## config.mk

```make
export PLATFORM = sky130hd
export DESIGN_NAME = nvme_host_io_queue_pair_unit
export DESIGN_NICKNAME = d
export VERILOG_FILES = /design/src/hdl/nhq_pkg.sv /design/src/hdl/nhq_admit.sv /design/src/hdl/nvme_host_io_queue_pair_unit.sv
export SDC_FILE = /design/constraint.sdc
export NUM_CORES = 1
export LEC_CHECK = 0
export BUFFER_PORTS_ARGS = -buffer_cell sky130_fd_sc_hd__buf_2
export CAP_MARGIN = 20
export CORE_UTILIZATION = 41
export DETAILED_ROUTE_END_ITERATION = 7
export HOLD_SLACK_MARGIN = 0.06
export PLACE_DENSITY = 0.7
export SYNTH_ARGS = -nofsm -noshare
export SYNTH_HDL_FRONTEND = slang
export SYNTH_HIERARCHICAL = 1
export SYNTH_SLANG_ARGS = --single-unit
```

## constraint.sdc

```tcl
create_clock -name clk -period 10.5 [get_ports clk]
set_input_delay 2.625 -clock clk [delete_from_list [all_inputs] [get_ports clk]]
set_output_delay 2.625 -clock clk [all_outputs]
set_load 0.05 [all_outputs]
```

## src/hdl/nhq_pkg.sv

```systemverilog
`timescale 1ns / 1ps
`default_nettype none
// ----------------------------------------------------------------------------
// nhq_pkg
// Shared codes and types for the NVMe host I/O queue pair unit.
// ----------------------------------------------------------------------------
package nhq_pkg;

  // result kinds
  localparam logic [1:0] KIND_CMD      = 2'd0;
  localparam logic [1:0] KIND_DOORBELL = 2'd1;
  localparam logic [1:0] KIND_VERDICT  = 2'd2;

  // verdict codes
  localparam logic [2:0] VERD_OK       = 3'd0;
  localparam logic [2:0] VERD_REJECT   = 3'd1;
  localparam logic [2:0] VERD_ID_MISS  = 3'd2;
  localparam logic [2:0] VERD_DEV_ERR  = 3'd3;
  localparam logic [2:0] VERD_EMPTY    = 3'd4;

  // configuration register indexes
  localparam logic [2:0] REG_ENABLE    = 3'd0;
  localparam logic [2:0] REG_CAPACITY  = 3'd1;
  localparam logic [2:0] REG_STRIDE    = 3'd2;
  localparam logic [2:0] REG_QUEUE_NUM = 3'd3;
  localparam logic [2:0] REG_BUF_ADDR  = 3'd4;

  // input function codes
  localparam logic FUNC_SUBMIT   = 1'b0;
  localparam logic FUNC_COMPLETE = 1'b1;

  // work modes
  localparam logic [1:0] MODE_REJECT = 2'd0;
  localparam logic [1:0] MODE_SUBMIT = 2'd1;
  localparam logic [1:0] MODE_MATCH  = 2'd2;
  localparam logic [1:0] MODE_EMPTY  = 2'd3;

  localparam logic [31:0] DB_BASE = 32'h0000_0100;

  typedef struct packed {
    logic [1:0]  mode;
    logic [7:0]  opcode;
    logic [31:0] nsid;
    logic [63:0] lba;
    logic [15:0] cnt_m1;
    logic [1:0]  slot;
    logic [15:0] cid;
    logic [15:0] db_value;
    logic [2:0]  verdict;
    logic [10:0] status;
  } work_t;

endpackage
`default_nettype wire

```

## src/hdl/nhq_admit.sv

```systemverilog
`timescale 1ns / 1ps
`default_nettype none
// ----------------------------------------------------------------------------
// nhq_admit
// Submit admission check: enable, sector count limit and namespace range.
// ----------------------------------------------------------------------------
module nhq_admit #(
  parameter int MAX_SECTORS = 32
) (
  input  wire logic        enable,
  input  wire logic [63:0] capacity,
  input  wire logic [63:0] lba,
  input  wire logic [15:0] count,
  output logic             bad
);

  localparam logic [16:0] MaxCnt = 17'(MAX_SECTORS);

  logic        cnt_bad;
  logic        range_bad;
  logic [63:0] room;

  always_comb begin
    room      = capacity - lba;
    cnt_bad   = (count == 16'd0) || ({1'b0, count} > MaxCnt);
    range_bad = (capacity != 64'd0) &&
                ((lba >= capacity) || ({48'd0, count} > room));
    bad       = !enable || cnt_bad || range_bad;
  end

endmodule
`default_nettype wire

```

## src/hdl/nvme_host_io_queue_pair_unit.sv

```systemverilog
`timescale 1ns / 1ps
`default_nettype none
// ----------------------------------------------------------------------------
// nvme_host_io_queue_pair_unit
// Host side of one NVMe I/O queue pair: builds command dwords and doorbell
// writes for submits, checks completions against phase and pending id.
// ----------------------------------------------------------------------------
// One result per cycle from the result sequencer unless the output stalls:
// command dwords and a doorbell write for an accepted submit, a doorbell
// write and a verdict for a matched completion, one verdict for a reject or
// an empty completion; the next input is taken as the last result is loaded.
// Synchronous active-low reset: registers to defaults, queue state cleared,
// expected phase set to one, output empty.
module nvme_host_io_queue_pair_unit #(
  parameter int QUEUE_DEPTH = 4,
  parameter int MAX_SECTORS = 32
) (
  input  wire logic         clk,
  input  wire logic         rst_n,
  // configuration
  input  wire logic         cfg_valid,
  output logic              cfg_ready,
  input  wire logic [2:0]   cfg_index,
  input  wire logic [63:0]  cfg_data,
  // input items
  input  wire logic         in_tvalid,
  output logic              in_tready,
  // [7:0] command_opcode, [39:8] namespace, [103:40] start_sector,
  // [119:104] sector_count, [151:120] completion_word
  input  wire logic [151:0] in_tdata,
  // [0] func
  input  wire logic [0:0]   in_tuser,
  // results
  output logic              out_tvalid,
  input  wire logic         out_tready,
  // [3:0] word_index, [5:4] slot_index, [37:6] doorbell_offset,
  // [69:38] write_data, [72:70] verdict, [83:73] device_status, [87:84] zero
  output logic [87:0]       out_tdata,
  // [1:0] kind
  output logic [1:0]        out_tuser,
  output logic              out_tlast
);

  localparam int AW = (QUEUE_DEPTH > 2) ? $clog2(QUEUE_DEPTH) : 1;
  localparam logic [AW-1:0] LastPtr = AW'(QUEUE_DEPTH - 1);

  // configuration registers
  logic        enable_r;
  logic [63:0] capacity_r;
  logic [3:0]  stride_r;
  logic [15:0] qnum_r;
  logic [63:0] buf_addr_r;

  // queue state
  logic [AW-1:0] tail_r, tail_nxt;
  logic [AW-1:0] head_r, head_nxt;
  logic          phase_r, phase_nxt;
  logic [15:0]   pend_r, pend_nxt;

  // sequencer
  logic                busy_r, busy_nxt;
  logic [4:0]          beat_r, beat_nxt;
  nhq_pkg::work_t      work_r, work_nxt;

  // output register
  logic        ovalid_r, ovalid_nxt;
  logic [1:0]  okind_r, okind_nxt;
  logic [3:0]  owidx_r, owidx_nxt;
  logic [1:0]  oslot_r, oslot_nxt;
  logic [31:0] ooff_r, ooff_nxt;
  logic [31:0] odata_r, odata_nxt;
  logic [2:0]  overd_r, overd_nxt;
  logic [10:0] ostat_r, ostat_nxt;
  logic        olast_r, olast_nxt;

  // input fields
  logic        in_func;
  logic [7:0]  in_opcode;
  logic [31:0] in_nsid;
  logic [63:0] in_lba;
  logic [15:0] in_count;
  logic [31:0] in_cw;

  logic        bad;
  logic        adv;
  logic        final_beat;
  logic        in_acc;
  logic [AW-1:0] tail_inc;
  logic [AW-1:0] head_inc;
  logic [15:0] tail_ext;
  logic [15:0] cid;
  logic [15:0] cw_id;
  logic [10:0] cw_status;
  logic [31:0] db_idx;
  logic [4:0]  db_shamt;
  logic [31:0] db_off;
  logic [31:0] cmd_word;

  assign in_func   = in_tuser[0];
  assign in_opcode = in_tdata[7:0];
  assign in_nsid   = in_tdata[39:8];
  assign in_lba    = in_tdata[103:40];
  assign in_count  = in_tdata[119:104];
  assign in_cw     = in_tdata[151:120];

  assign cfg_ready = 1'b1;

  nhq_admit #(
    .MAX_SECTORS (MAX_SECTORS)
  ) u_admit (
    .enable   (enable_r),
    .capacity (capacity_r),
    .lba      (in_lba),
    .count    (in_count),
    .bad      (bad)
  );

  always_ff @(posedge clk) begin
    if (!rst_n) begin
      enable_r   <= 1'b0;
      capacity_r <= '0;
      stride_r   <= '0;
      qnum_r     <= 16'd1;
      buf_addr_r <= '0;
    end else if (cfg_valid && cfg_ready) begin
      case (cfg_index)
        nhq_pkg::REG_ENABLE:    enable_r   <= cfg_data[0];
        nhq_pkg::REG_CAPACITY:  capacity_r <= cfg_data;
        nhq_pkg::REG_STRIDE:    stride_r   <= cfg_data[3:0];
        nhq_pkg::REG_QUEUE_NUM: qnum_r     <= cfg_data[15:0];
        nhq_pkg::REG_BUF_ADDR:  buf_addr_r <= cfg_data;
        default: ;
      endcase
    end
  end

  // sequencing control
  always_comb begin
    adv = busy_r && (!ovalid_r || out_tready);
    case (work_r.mode)
      nhq_pkg::MODE_SUBMIT: final_beat = beat_r[4];
      nhq_pkg::MODE_MATCH:  final_beat = beat_r[0];
      default:              final_beat = 1'b1;
    endcase
    in_tready = !busy_r || (adv && final_beat);
    in_acc    = in_tvalid && in_tready;
  end

  // decode at accept, queue state update
  always_comb begin
    tail_inc  = (tail_r == LastPtr) ? '0 : tail_r + AW'(1);
    head_inc  = (head_r == LastPtr) ? '0 : head_r + AW'(1);
    tail_ext  = 16'(tail_r);
    cid       = tail_ext + 16'd1;
    cw_id     = in_cw[31:16];
    cw_status = in_cw[11:1];

    tail_nxt  = tail_r;
    head_nxt  = head_r;
    phase_nxt = phase_r;
    pend_nxt  = pend_r;

    work_nxt          = work_r;
    work_nxt.opcode   = in_opcode;
    work_nxt.nsid     = in_nsid;
    work_nxt.lba      = in_lba;
    work_nxt.cnt_m1   = in_count - 16'd1;
    work_nxt.slot     = tail_ext[1:0];
    work_nxt.cid      = cid;
    work_nxt.db_value = '0;
    work_nxt.verdict  = nhq_pkg::VERD_OK;
    work_nxt.status   = cw_status;

    if (in_func == nhq_pkg::FUNC_SUBMIT) begin
      if (bad) begin
        work_nxt.mode    = nhq_pkg::MODE_REJECT;
        work_nxt.verdict = nhq_pkg::VERD_REJECT;
      end else begin
        work_nxt.mode     = nhq_pkg::MODE_SUBMIT;
        work_nxt.db_value = 16'(tail_inc);
      end
    end else if (in_cw[0] != phase_r) begin
      work_nxt.mode    = nhq_pkg::MODE_EMPTY;
      work_nxt.verdict = nhq_pkg::VERD_EMPTY;
    end else begin
      work_nxt.mode     = nhq_pkg::MODE_MATCH;
      work_nxt.db_value = 16'(head_inc);
      if (cw_id != pend_r) begin
        work_nxt.verdict = nhq_pkg::VERD_ID_MISS;
      end else if (cw_status != 11'd0) begin
        work_nxt.verdict = nhq_pkg::VERD_DEV_ERR;
      end
    end

    if (in_acc) begin
      if (work_nxt.mode == nhq_pkg::MODE_SUBMIT) begin
        tail_nxt = tail_inc;
        pend_nxt = cid;
      end else if (work_nxt.mode == nhq_pkg::MODE_MATCH) begin
        head_nxt = head_inc;
        if (head_inc == '0) begin
          phase_nxt = !phase_r;
        end
      end
    end

    busy_nxt = busy_r;
    beat_nxt = beat_r;
    if (in_acc) begin
      busy_nxt = 1'b1;
      beat_nxt = '0;
    end else if (adv) begin
      if (final_beat) begin
        busy_nxt = 1'b0;
      end else begin
        beat_nxt = beat_r + 5'd1;
      end
    end
  end

  // result formatting
  always_comb begin
    db_shamt = {1'b0, stride_r} + 5'd2;
    db_idx   = {15'd0, qnum_r, (work_r.mode == nhq_pkg::MODE_MATCH)};
    db_off   = nhq_pkg::DB_BASE + (db_idx << db_shamt);

    case (beat_r[3:0])
      4'd0:    cmd_word = {work_r.cid, 8'd0, work_r.opcode};
      4'd1:    cmd_word = work_r.nsid;
      4'd6:    cmd_word = buf_addr_r[31:0];
      4'd7:    cmd_word = buf_addr_r[63:32];
      4'd10:   cmd_word = work_r.lba[31:0];
      4'd11:   cmd_word = work_r.lba[63:32];
      4'd12:   cmd_word = {16'd0, work_r.cnt_m1};
      default: cmd_word = '0;
    endcase

    okind_nxt = nhq_pkg::KIND_VERDICT;
    owidx_nxt = '0;
    oslot_nxt = '0;
    ooff_nxt  = '0;
    odata_nxt = '0;
    overd_nxt = work_r.verdict;
    ostat_nxt = '0;
    olast_nxt = final_beat;

    case (work_r.mode)
      nhq_pkg::MODE_SUBMIT: begin
        if (beat_r[4]) begin
          okind_nxt = nhq_pkg::KIND_DOORBELL;
          ooff_nxt  = db_off;
          odata_nxt = {16'd0, work_r.db_value};
        end else begin
          okind_nxt = nhq_pkg::KIND_CMD;
          owidx_nxt = beat_r[3:0];
          oslot_nxt = work_r.slot;
          odata_nxt = cmd_word;
        end
        overd_nxt = nhq_pkg::VERD_OK;
      end
      nhq_pkg::MODE_MATCH: begin
        if (!beat_r[0]) begin
          okind_nxt = nhq_pkg::KIND_DOORBELL;
          ooff_nxt  = db_off;
          odata_nxt = {16'd0, work_r.db_value};
          overd_nxt = nhq_pkg::VERD_OK;
        end else begin
          ostat_nxt = work_r.status;
        end
      end
      default: ;
    endcase

    ovalid_nxt = ovalid_r;
    if (adv) begin
      ovalid_nxt = 1'b1;
    end else if (out_tready) begin
      ovalid_nxt = 1'b0;
    end
  end

  always_ff @(posedge clk) begin
    if (!rst_n) begin
      tail_r   <= '0;
      head_r   <= '0;
      phase_r  <= 1'b1;
      pend_r   <= '0;
      busy_r   <= 1'b0;
      beat_r   <= '0;
      ovalid_r <= 1'b0;
    end else begin
      tail_r   <= tail_nxt;
      head_r   <= head_nxt;
      phase_r  <= phase_nxt;
      pend_r   <= pend_nxt;
      busy_r   <= busy_nxt;
      beat_r   <= beat_nxt;
      ovalid_r <= ovalid_nxt;
    end
  end

  always_ff @(posedge clk) begin
    if (in_acc) begin
      work_r <= work_nxt;
    end
    if (adv) begin
      okind_r <= okind_nxt;
      owidx_r <= owidx_nxt;
      oslot_r <= oslot_nxt;
      ooff_r  <= ooff_nxt;
      odata_r <= odata_nxt;
      overd_r <= overd_nxt;
      ostat_r <= ostat_nxt;
      olast_r <= olast_nxt;
    end
  end

  assign out_tvalid = ovalid_r;
  assign out_tuser  = okind_r;
  assign out_tlast  = olast_r;
  assign out_tdata  = {4'd0, ostat_r, overd_r, odata_r, ooff_r, oslot_r, owidx_r};

endmodule
`default_nettype wire
```

Yosys cells after proc, flatten, opt, wreduce, memory -nomap -nowiden

Cells that the tools add are included.
W data, S select, Z words.

$add $sub $neg: 8
Magnitude comparators: 3
Equality and inequality tests: 18
Shift-type cells: 1
Mux-type cells: 30
Bitwise operators: 4
Reduce and logical (&&, ||, !) cells: 36

Operators by type and width:

| kind                    | number |
|---|---|
| $pmux W32 S7            | 1 |
| $pmux W32 S2            | 2 |
| $mux W32                | 3 |
| $ge A64 B64 Y1          | 1 |
| $gt A16 B64 Y1          | 1 |
| $reduce_bool A64 Y1     | 1 |
| $sub A64 B64 Y64        | 1 |
| $add A9 B32 Y32 const A | 1 |
| $shl A17 B5 Y32         | 1 |
| $mux W19                | 1 |
| $reduce_and A2 Y1       | 9 |
| $gt A16 B6 Y1 const B   | 1 |
| $logic_not A16 Y1       | 1 |
| $mux W16                | 1 |
| $ne A16 B16 Y1          | 1 |
| $sub A16 B1 Y16 const B | 1 |
| $mux W2                 | 7 |
| $eq A4 B4 Y1 const B    | 3 |
| $reduce_bool A11 Y1     | 1 |
| $mux W1                 | 9 |
| $mux W3                 | 3 |
| $eq A2 B2 Y1 const B    | 4 |
| $eq A4 B3 Y1 const B    | 2 |
| $eq A3 B2 Y1 const B    | 2 |
| other kinds (23)        | 42 |

Flip-flop bits (word level): 434
Output and inout bits: 94

Logic depth before layout (Yosys ltp)

Word-level depth: 10
Gate-level depth with buffers: 26

By module

Netlist, hierarchy kept.

By module, submodules not included:

| module                       | times used | cells each | area an instance (µm²) |
|---|---|---|---|
| nvme_host_io_queue_pair_unit | 1          | 1,508      | 16,958.8 |
| nhq_admit                    | 1          | 822        | 5,268.8 |

Least setup slack after synthesis

Ideal clock, no wire load.

Kind: input to register
Start: in out_tready
End: reg head_r[0]
Setup time: 0.119 ns
Data arrival time: 7.689 ns
Required time: 10.381 ns
Setup slack: 2.692 ns
Stages: 7
Buffers on the path: 0
Cells stage by stage: nor2b_1 -> o21ai_0 -> nand2_1 -> inv_1 -> nand2_1 -> mux2i_1 -> nor2b_1

Word-level cells in the longest chain between the ends: 6

RTL lines:

| what                               | line                                | RTL |
|---|---|---|
| start, declared                    | nvme_host_io_queue_pair_unit.sv:35  | `input wire logic out_tready,` |
| $logic_or A1 B1 Y1                 | nvme_host_io_queue_pair_unit.sv:139 | `adv = busy_r && (!ovalid_r \|\| out_tready);` |
| $logic_and A1 B1 Y1                | nvme_host_io_queue_pair_unit.sv:139 |  |
| $logic_and A1 B1 Y1                | nvme_host_io_queue_pair_unit.sv:145 | `in_tready = !busy_r \|\| (adv && final_beat);` |
| $logic_or A1 B1 Y1                 | nvme_host_io_queue_pair_unit.sv:145 |  |
| via in_tready                      | nvme_host_io_queue_pair_unit.sv:27  | `output logic in_tready,` |
| $logic_and A1 B1 Y1                | nvme_host_io_queue_pair_unit.sv:146 | `in_acc = in_tvalid && in_tready;` |
| $reduce_and A3 Y1 (no source line) | --                                  |  |
| end signal, assigned               | nvme_host_io_queue_pair_unit.sv:293 | `head_r <= head_nxt;` |
| end, declared                      | nvme_host_io_queue_pair_unit.sv:56  | `logic [AW-1:0] head_r, head_nxt;` |

The timed path passes the listed nets, and every way through them passes these cells.
A chain may end at the register's enable or synchronous reset.

Worst setup path after layout

Start: in in_tdata[46]
End: reg pend_r[1]

Word-level cells in the longest chain between the ends: 9
Elaborated cells on any way between the ends: 10

RTL lines:

| what                                 | line                                | RTL |
|---|---|---|
| start, declared                      | nvme_host_io_queue_pair_unit.sv:30  | `input wire logic [151:0] in_tdata,` |
| $sub A64 B64 Y64                     | nhq_admit.sv:24                     | `room = capacity - lba;` |
| $gt A16 B64 Y1                       | nhq_admit.sv:27                     | `((lba >= capacity) \|\| ({48'd0, count} > room));` |
| $logic_or A1 B1 Y1 *                 | nhq_admit.sv:27                     |  |
| $logic_and A1 B1 Y1 *                | nhq_admit.sv:26                     | `range_bad = (capacity != 64'd0) &&` |
| $logic_or A1 B1 Y1 *                 | nhq_admit.sv:28                     | `bad = !enable \|\| cnt_bad \|\| range_bad;` |
| via bad                              | nvme_host_io_queue_pair_unit.sv:84  | `logic bad;` |
| $mux W1 *                            | nvme_host_io_queue_pair_unit.sv:175 | `if (bad) begin` |
| $mux W2 *                            | nvme_host_io_queue_pair_unit.sv:174 | `if (in_func == nhq_pkg::FUNC_SUBMIT) begin` |
| $eq A2 B1 Y1 *                       | nvme_host_io_queue_pair_unit.sv:196 | `if (work_nxt.mode == nhq_pkg::MODE_SUBMIT) begin` |
| $reduce_and A2 Y1 (no source line) * | --                                  |  |
| end signal, assigned                 | nvme_host_io_queue_pair_unit.sv:295 | `pend_r <= pend_nxt;` |
| end, declared                        | nvme_host_io_queue_pair_unit.sv:58  | `logic [15:0] pend_r, pend_nxt;` |

The timed path passes the listed nets; every way through them passes the cells marked *.

==> results.txt <==
----------------------------------------------------
[Worst setup path]
  Startpoint Class ... primary input
  Worst Path Required ... 10990 ps
  Maximum fanout encountered on the critical timing path ... 6
  Worst Setup Path Type ... primary input to flop
  Slowest stage cell on the critical path ... sky130_fd_sc_hd__ha_1
  Peak per-stage delay on the critical path ... 380 ps
  Sort of element at the end of the critical path ... flop
  Worst path arrival time ... 7890 ps

[Die]
  Floorplan die height ... 235 um
  Width of the die ... 235 um
  IO Pins ... 319
  Core box area ... 53100 um^2
  Starting density of the core ... 41.9%
  Die outline area ... 55100 um^2
  Number of rows in the core area ... 84

[Clock tree]
  Clock insertion delay at the later pin of the skew report ... 600 ps
  Clock-pin transition on the worst setup and hold timing paths ... 60 ps
  Cts-stage hold buffer count ... 0
  CTS H-Tree Depth ... 2
  # clock sinks ... 393
  Cts repair resizes ... 0
  Number of buffers inserted by post-CTS setup repair ... 0
  Max clock buf depth ... 3
  Clock root buffer ... sky130_fd_sc_hd__clkbuf_16
  Number of buffers created by CTS ... 42
  Clock tree from TritonCTS ... yes

[Finish]
  NumNets Final ... 2870
  Final standard cell count with taps included and fillers excluded ... 3277
  Most frequent standard cell in the layout excluding fill and tap cells ... sky130_fd_sc_hd__nand2_1
  Layout overhead on the synthesized area ... 15.2%
  Area occupied by registers ... 10200 um^2
  Fraction of final layout cells with drive strength greater than 1 ... 17.9%
  Combined area of the multi-input logic cells ... 11000 um^2
  Fill cell count ... 4966
  Commonest cells after routing, fill and taps aside ... 431 x sky130_fd_sc_hd__nand2_1, 308 x sky130_fd_sc_hd__buf_2, 230 x sky130_fd_sc_hd__edfxtp_1, 162 x sky130_fd_sc_hd__dfxtp_1, 148 x sky130_fd_sc_hd__a21boi_0

[STA]
  Post-route minimum period ... 7400 ps
  Final Hold Fails ... 0
  Worst-margin pin slew ... 1160 ps
  Setup repair after global routing missed its margin ... false
  Part of the cycle the worst path needs ... 70.5%
  Clk_skew ... 21.7 ps
  Max-slew violations ... 0
  Sum of negative setup slack ... 0 ps
  Fmax ... 0.135 GHz
  Final setup vio count ... 0
  Remaining max-slew budget at the tightest pin ... 22.8%

[Global routing]
  Met2 layer usage reported by global route ... 48.7%
  Pin count of the biggest net entering global routing ... 82
  GRT Util Overall ... 29.0%
  Most heavily used metal layer in global routing ... met2
  Met1 usage in global routing ... 39.1%
  Final global-route overflow total ... 0
  Global-route wire length before repair ... 121000 um
  Grt met3 use ... 4.17%
  Initial antenna violation count ... 4
  Via count of the first global-routing pass ... 18900

[Logic synthesis]
  Primary FF master, synth ... sky130_fd_sc_hd__edfxtp_1
  Flop and latch count out of synthesis ... 393
  Number of library cell types mapped by synthesis ... 98
  Synth Warn # ... 6
  Cell area after synthesis ... 22200 um^2
  Arithmetic-cell share of the synthesized area counting full adders, half adders and majority gates ... 5.27%
  Cells after synthesis ... 2330
  Proportion of netlist area held by the largest area contributor ... 31.1%
  Simple-gate area share of the yosys netlist ... 17.3%
  Seq/Total Area, Yosys ... 45.8%
  Most area-hungry cell type in the Yosys netlist ... sky130_fd_sc_hd__edfxtp_1
  Async set or reset register ratio after synthesis ... 0%
  Synthesized-area fraction occupied by ao, oa, aoi and oai cells ... 20.1%
  Multiplexer area fraction after synthesis ... 4.10%
  Mean instance size in the synthesized netlist ... 9.54 um^2
  Top post-synthesis cells by area ... sky130_fd_sc_hd__edfxtp_1 31%, sky130_fd_sc_hd__dfxtp_1 15%, sky130_fd_sc_hd__nand2_1 7.3%
  Xor/xnor cell area share of the yosys netlist ... 2.72%
  Combinational family with the most area after synthesis ... compound AO/OA/AOI/OAI gates
  Number of enable-type register cells in the synthesized netlist ... 230

[Placement]
  DPL Wire Length ... 63200 um
  Port Buffer Count ... 309
  Count of placed standard cells including taps ... 3196
  Final estimated routing congestion in global placement ... 0.943

[Job]
  # Max-Cap Violations ... 0

[Routing]
  Total vias in the final route ... 19600
  First DRT Iteration DRCs ... 1895
  Wire length after detailed routing ... 82200 um
  Number of search-and-repair iterations in the first detailed-routing pass ... 7
  Residual antenna-violating net count after detailed routing ... 0
  Via density per instance ... 5.98
  Wire per inst ... 25.1 um
  Residual DRC ... 0

[Pwr]
  Leak ... 0.00983 uW
  Power density over the cells ... 149 nW/um^2
  Worst vdd ir ... 0.000111 V

[Min path]
  Worst hold path type ... flop to flop

[Status]
  Outcome ... complete, no violations

----------------------------------------------------
## cells in the mapped netlist (15+ instances only)
library cell and count:
sky130_fd_sc_hd__nor3_1 32, sky130_fd_sc_hd__nor2b_1 27, sky130_fd_sc_hd__a21oi_1 116, sky130_fd_sc_hd__xor2_1 34, sky130_fd_sc_hd__a211oi_1 15, sky130_fd_sc_hd__buf_2 20
sky130_fd_sc_hd__o21a_1 17, sky130_fd_sc_hd__ha_1 92, sky130_fd_sc_hd__edfxtp_1 230, sky130_fd_sc_hd__nor2_1 108, sky130_fd_sc_hd__clkbuf_1 112, sky130_fd_sc_hd__dfxtp_1 163
sky130_fd_sc_hd__nand4_1 47, sky130_fd_sc_hd__o21ai_0 59, sky130_fd_sc_hd__a222oi_1 17, sky130_fd_sc_hd__nor4_1 36, sky130_fd_sc_hd__a21o_1 30, sky130_fd_sc_hd__mux2_2 15
sky130_fd_sc_hd__nand2_1 431, sky130_fd_sc_hd__mux2i_1 37, sky130_fd_sc_hd__and3_1 23, sky130_fd_sc_hd__a31oi_1 35, sky130_fd_sc_hd__a21boi_0 148, sky130_fd_sc_hd__nand3_1 39
sky130_fd_sc_hd__inv_1 97, sky130_fd_sc_hd__and2_1 15, sky130_fd_sc_hd__a22oi_1 72, sky130_fd_sc_hd__xnor2_1 35
## per-layer routing
| metal | routed length, um | vias to the layer above | share of wire, % |
|---|---|---|---|
| met1 | 35400 | 9632 | 43 |
| met5 | 12 | - | 0.015 |
| met3 | 5560 | 125 | 6.8 |
| met4 | 2090 | 2 | 2.5 |
| met2 | 39100 | 849 | 48 |
| li1 | - | 9003 | - |
## flip-flops by register name (all words and copies together) (netlist names)
name,flops
qnum_r,16
tail_r,1
pend_r,3
beat_r,5
ooff_r,32
overd_r,3
out_tuser,2
out_tlast,1
head_r,2
odata_r,32
busy_r,1
owidx_r,4
enable_r,1
phase_r,1
ostat_r,11
work_r,143
out_tvalid,1
buf_addr_r,64
stride_r,4
oslot_r,2
capacity_r,64
## cell type report
cell class                      instances  share of cell area [%]
Antenna cell                            3                  0.0293
Clock inverter                         21                    1.08
Clock buffer                           57                    4.65
Sequential cell                       393                    39.7
Tap cell                              688                    3.36
Inverter                               98                    1.46
Timing Repair Buffer                  327                    6.58
Multi-Input combinational cell       1690                    43.1
## stage by stage
step	hold WS, ps	instance area [um^2]	power [uW]	worst slack [ps]	util, %
2_1_floorplan	443	22200	2070	2690	-
3_3_place_gp	451	24100	2260	2680	45.4
3_5_place_dp	458	24100	2270	2620	45.4
4_1_cts	467	25600	3830	3230	48.2
5_1_grt	481	25600	3930	2790	48.2
6_report	462	25600	3810	3100	48.2
## path summary, 6_finish.rpt
| kind | from | endpoint | slack, ps | depth (start not counted) |
|---|---|---|---|---|
| worst min-delay path | buf_addr_r[40] | buf_addr_r[40] | 460 | 2 |
| worst max-delay path | in_tdata[46] | pend_r[1] | 3100 | 26 |
| worst max register to register | capacity_r[0] | pend_r[1] | 4850 | 25 |
| worst min register to register | buf_addr_r[40] | buf_addr_r[40] | 460 | 2 |
## cells by family after synthesis
group,Yosys count
other,2
AO/OA/AOI/OAI,628
adder cells (fa/ha/maj),93
AND/OR/NAND/NOR,827
buffers and inverters,250
flip-flops,393
multiplexers,68
XOR/XNOR,69
## where the power goes
part / internal (uW) / switching [uW]
Combinational: 149 / 351
Sequential: 1710 / 32.8
Clock: 909 / 663
## worst max-delay path, delay by kind of cell
family,cells,cell delay [ps]
simple gates,13,2040
compound gates,6,1490
fa+ha+maj,2,700
buf+inv,3,410
xor+xnor,1,370
mux,1,210
No activity file was read; power rests on OpenSTA's default activity.
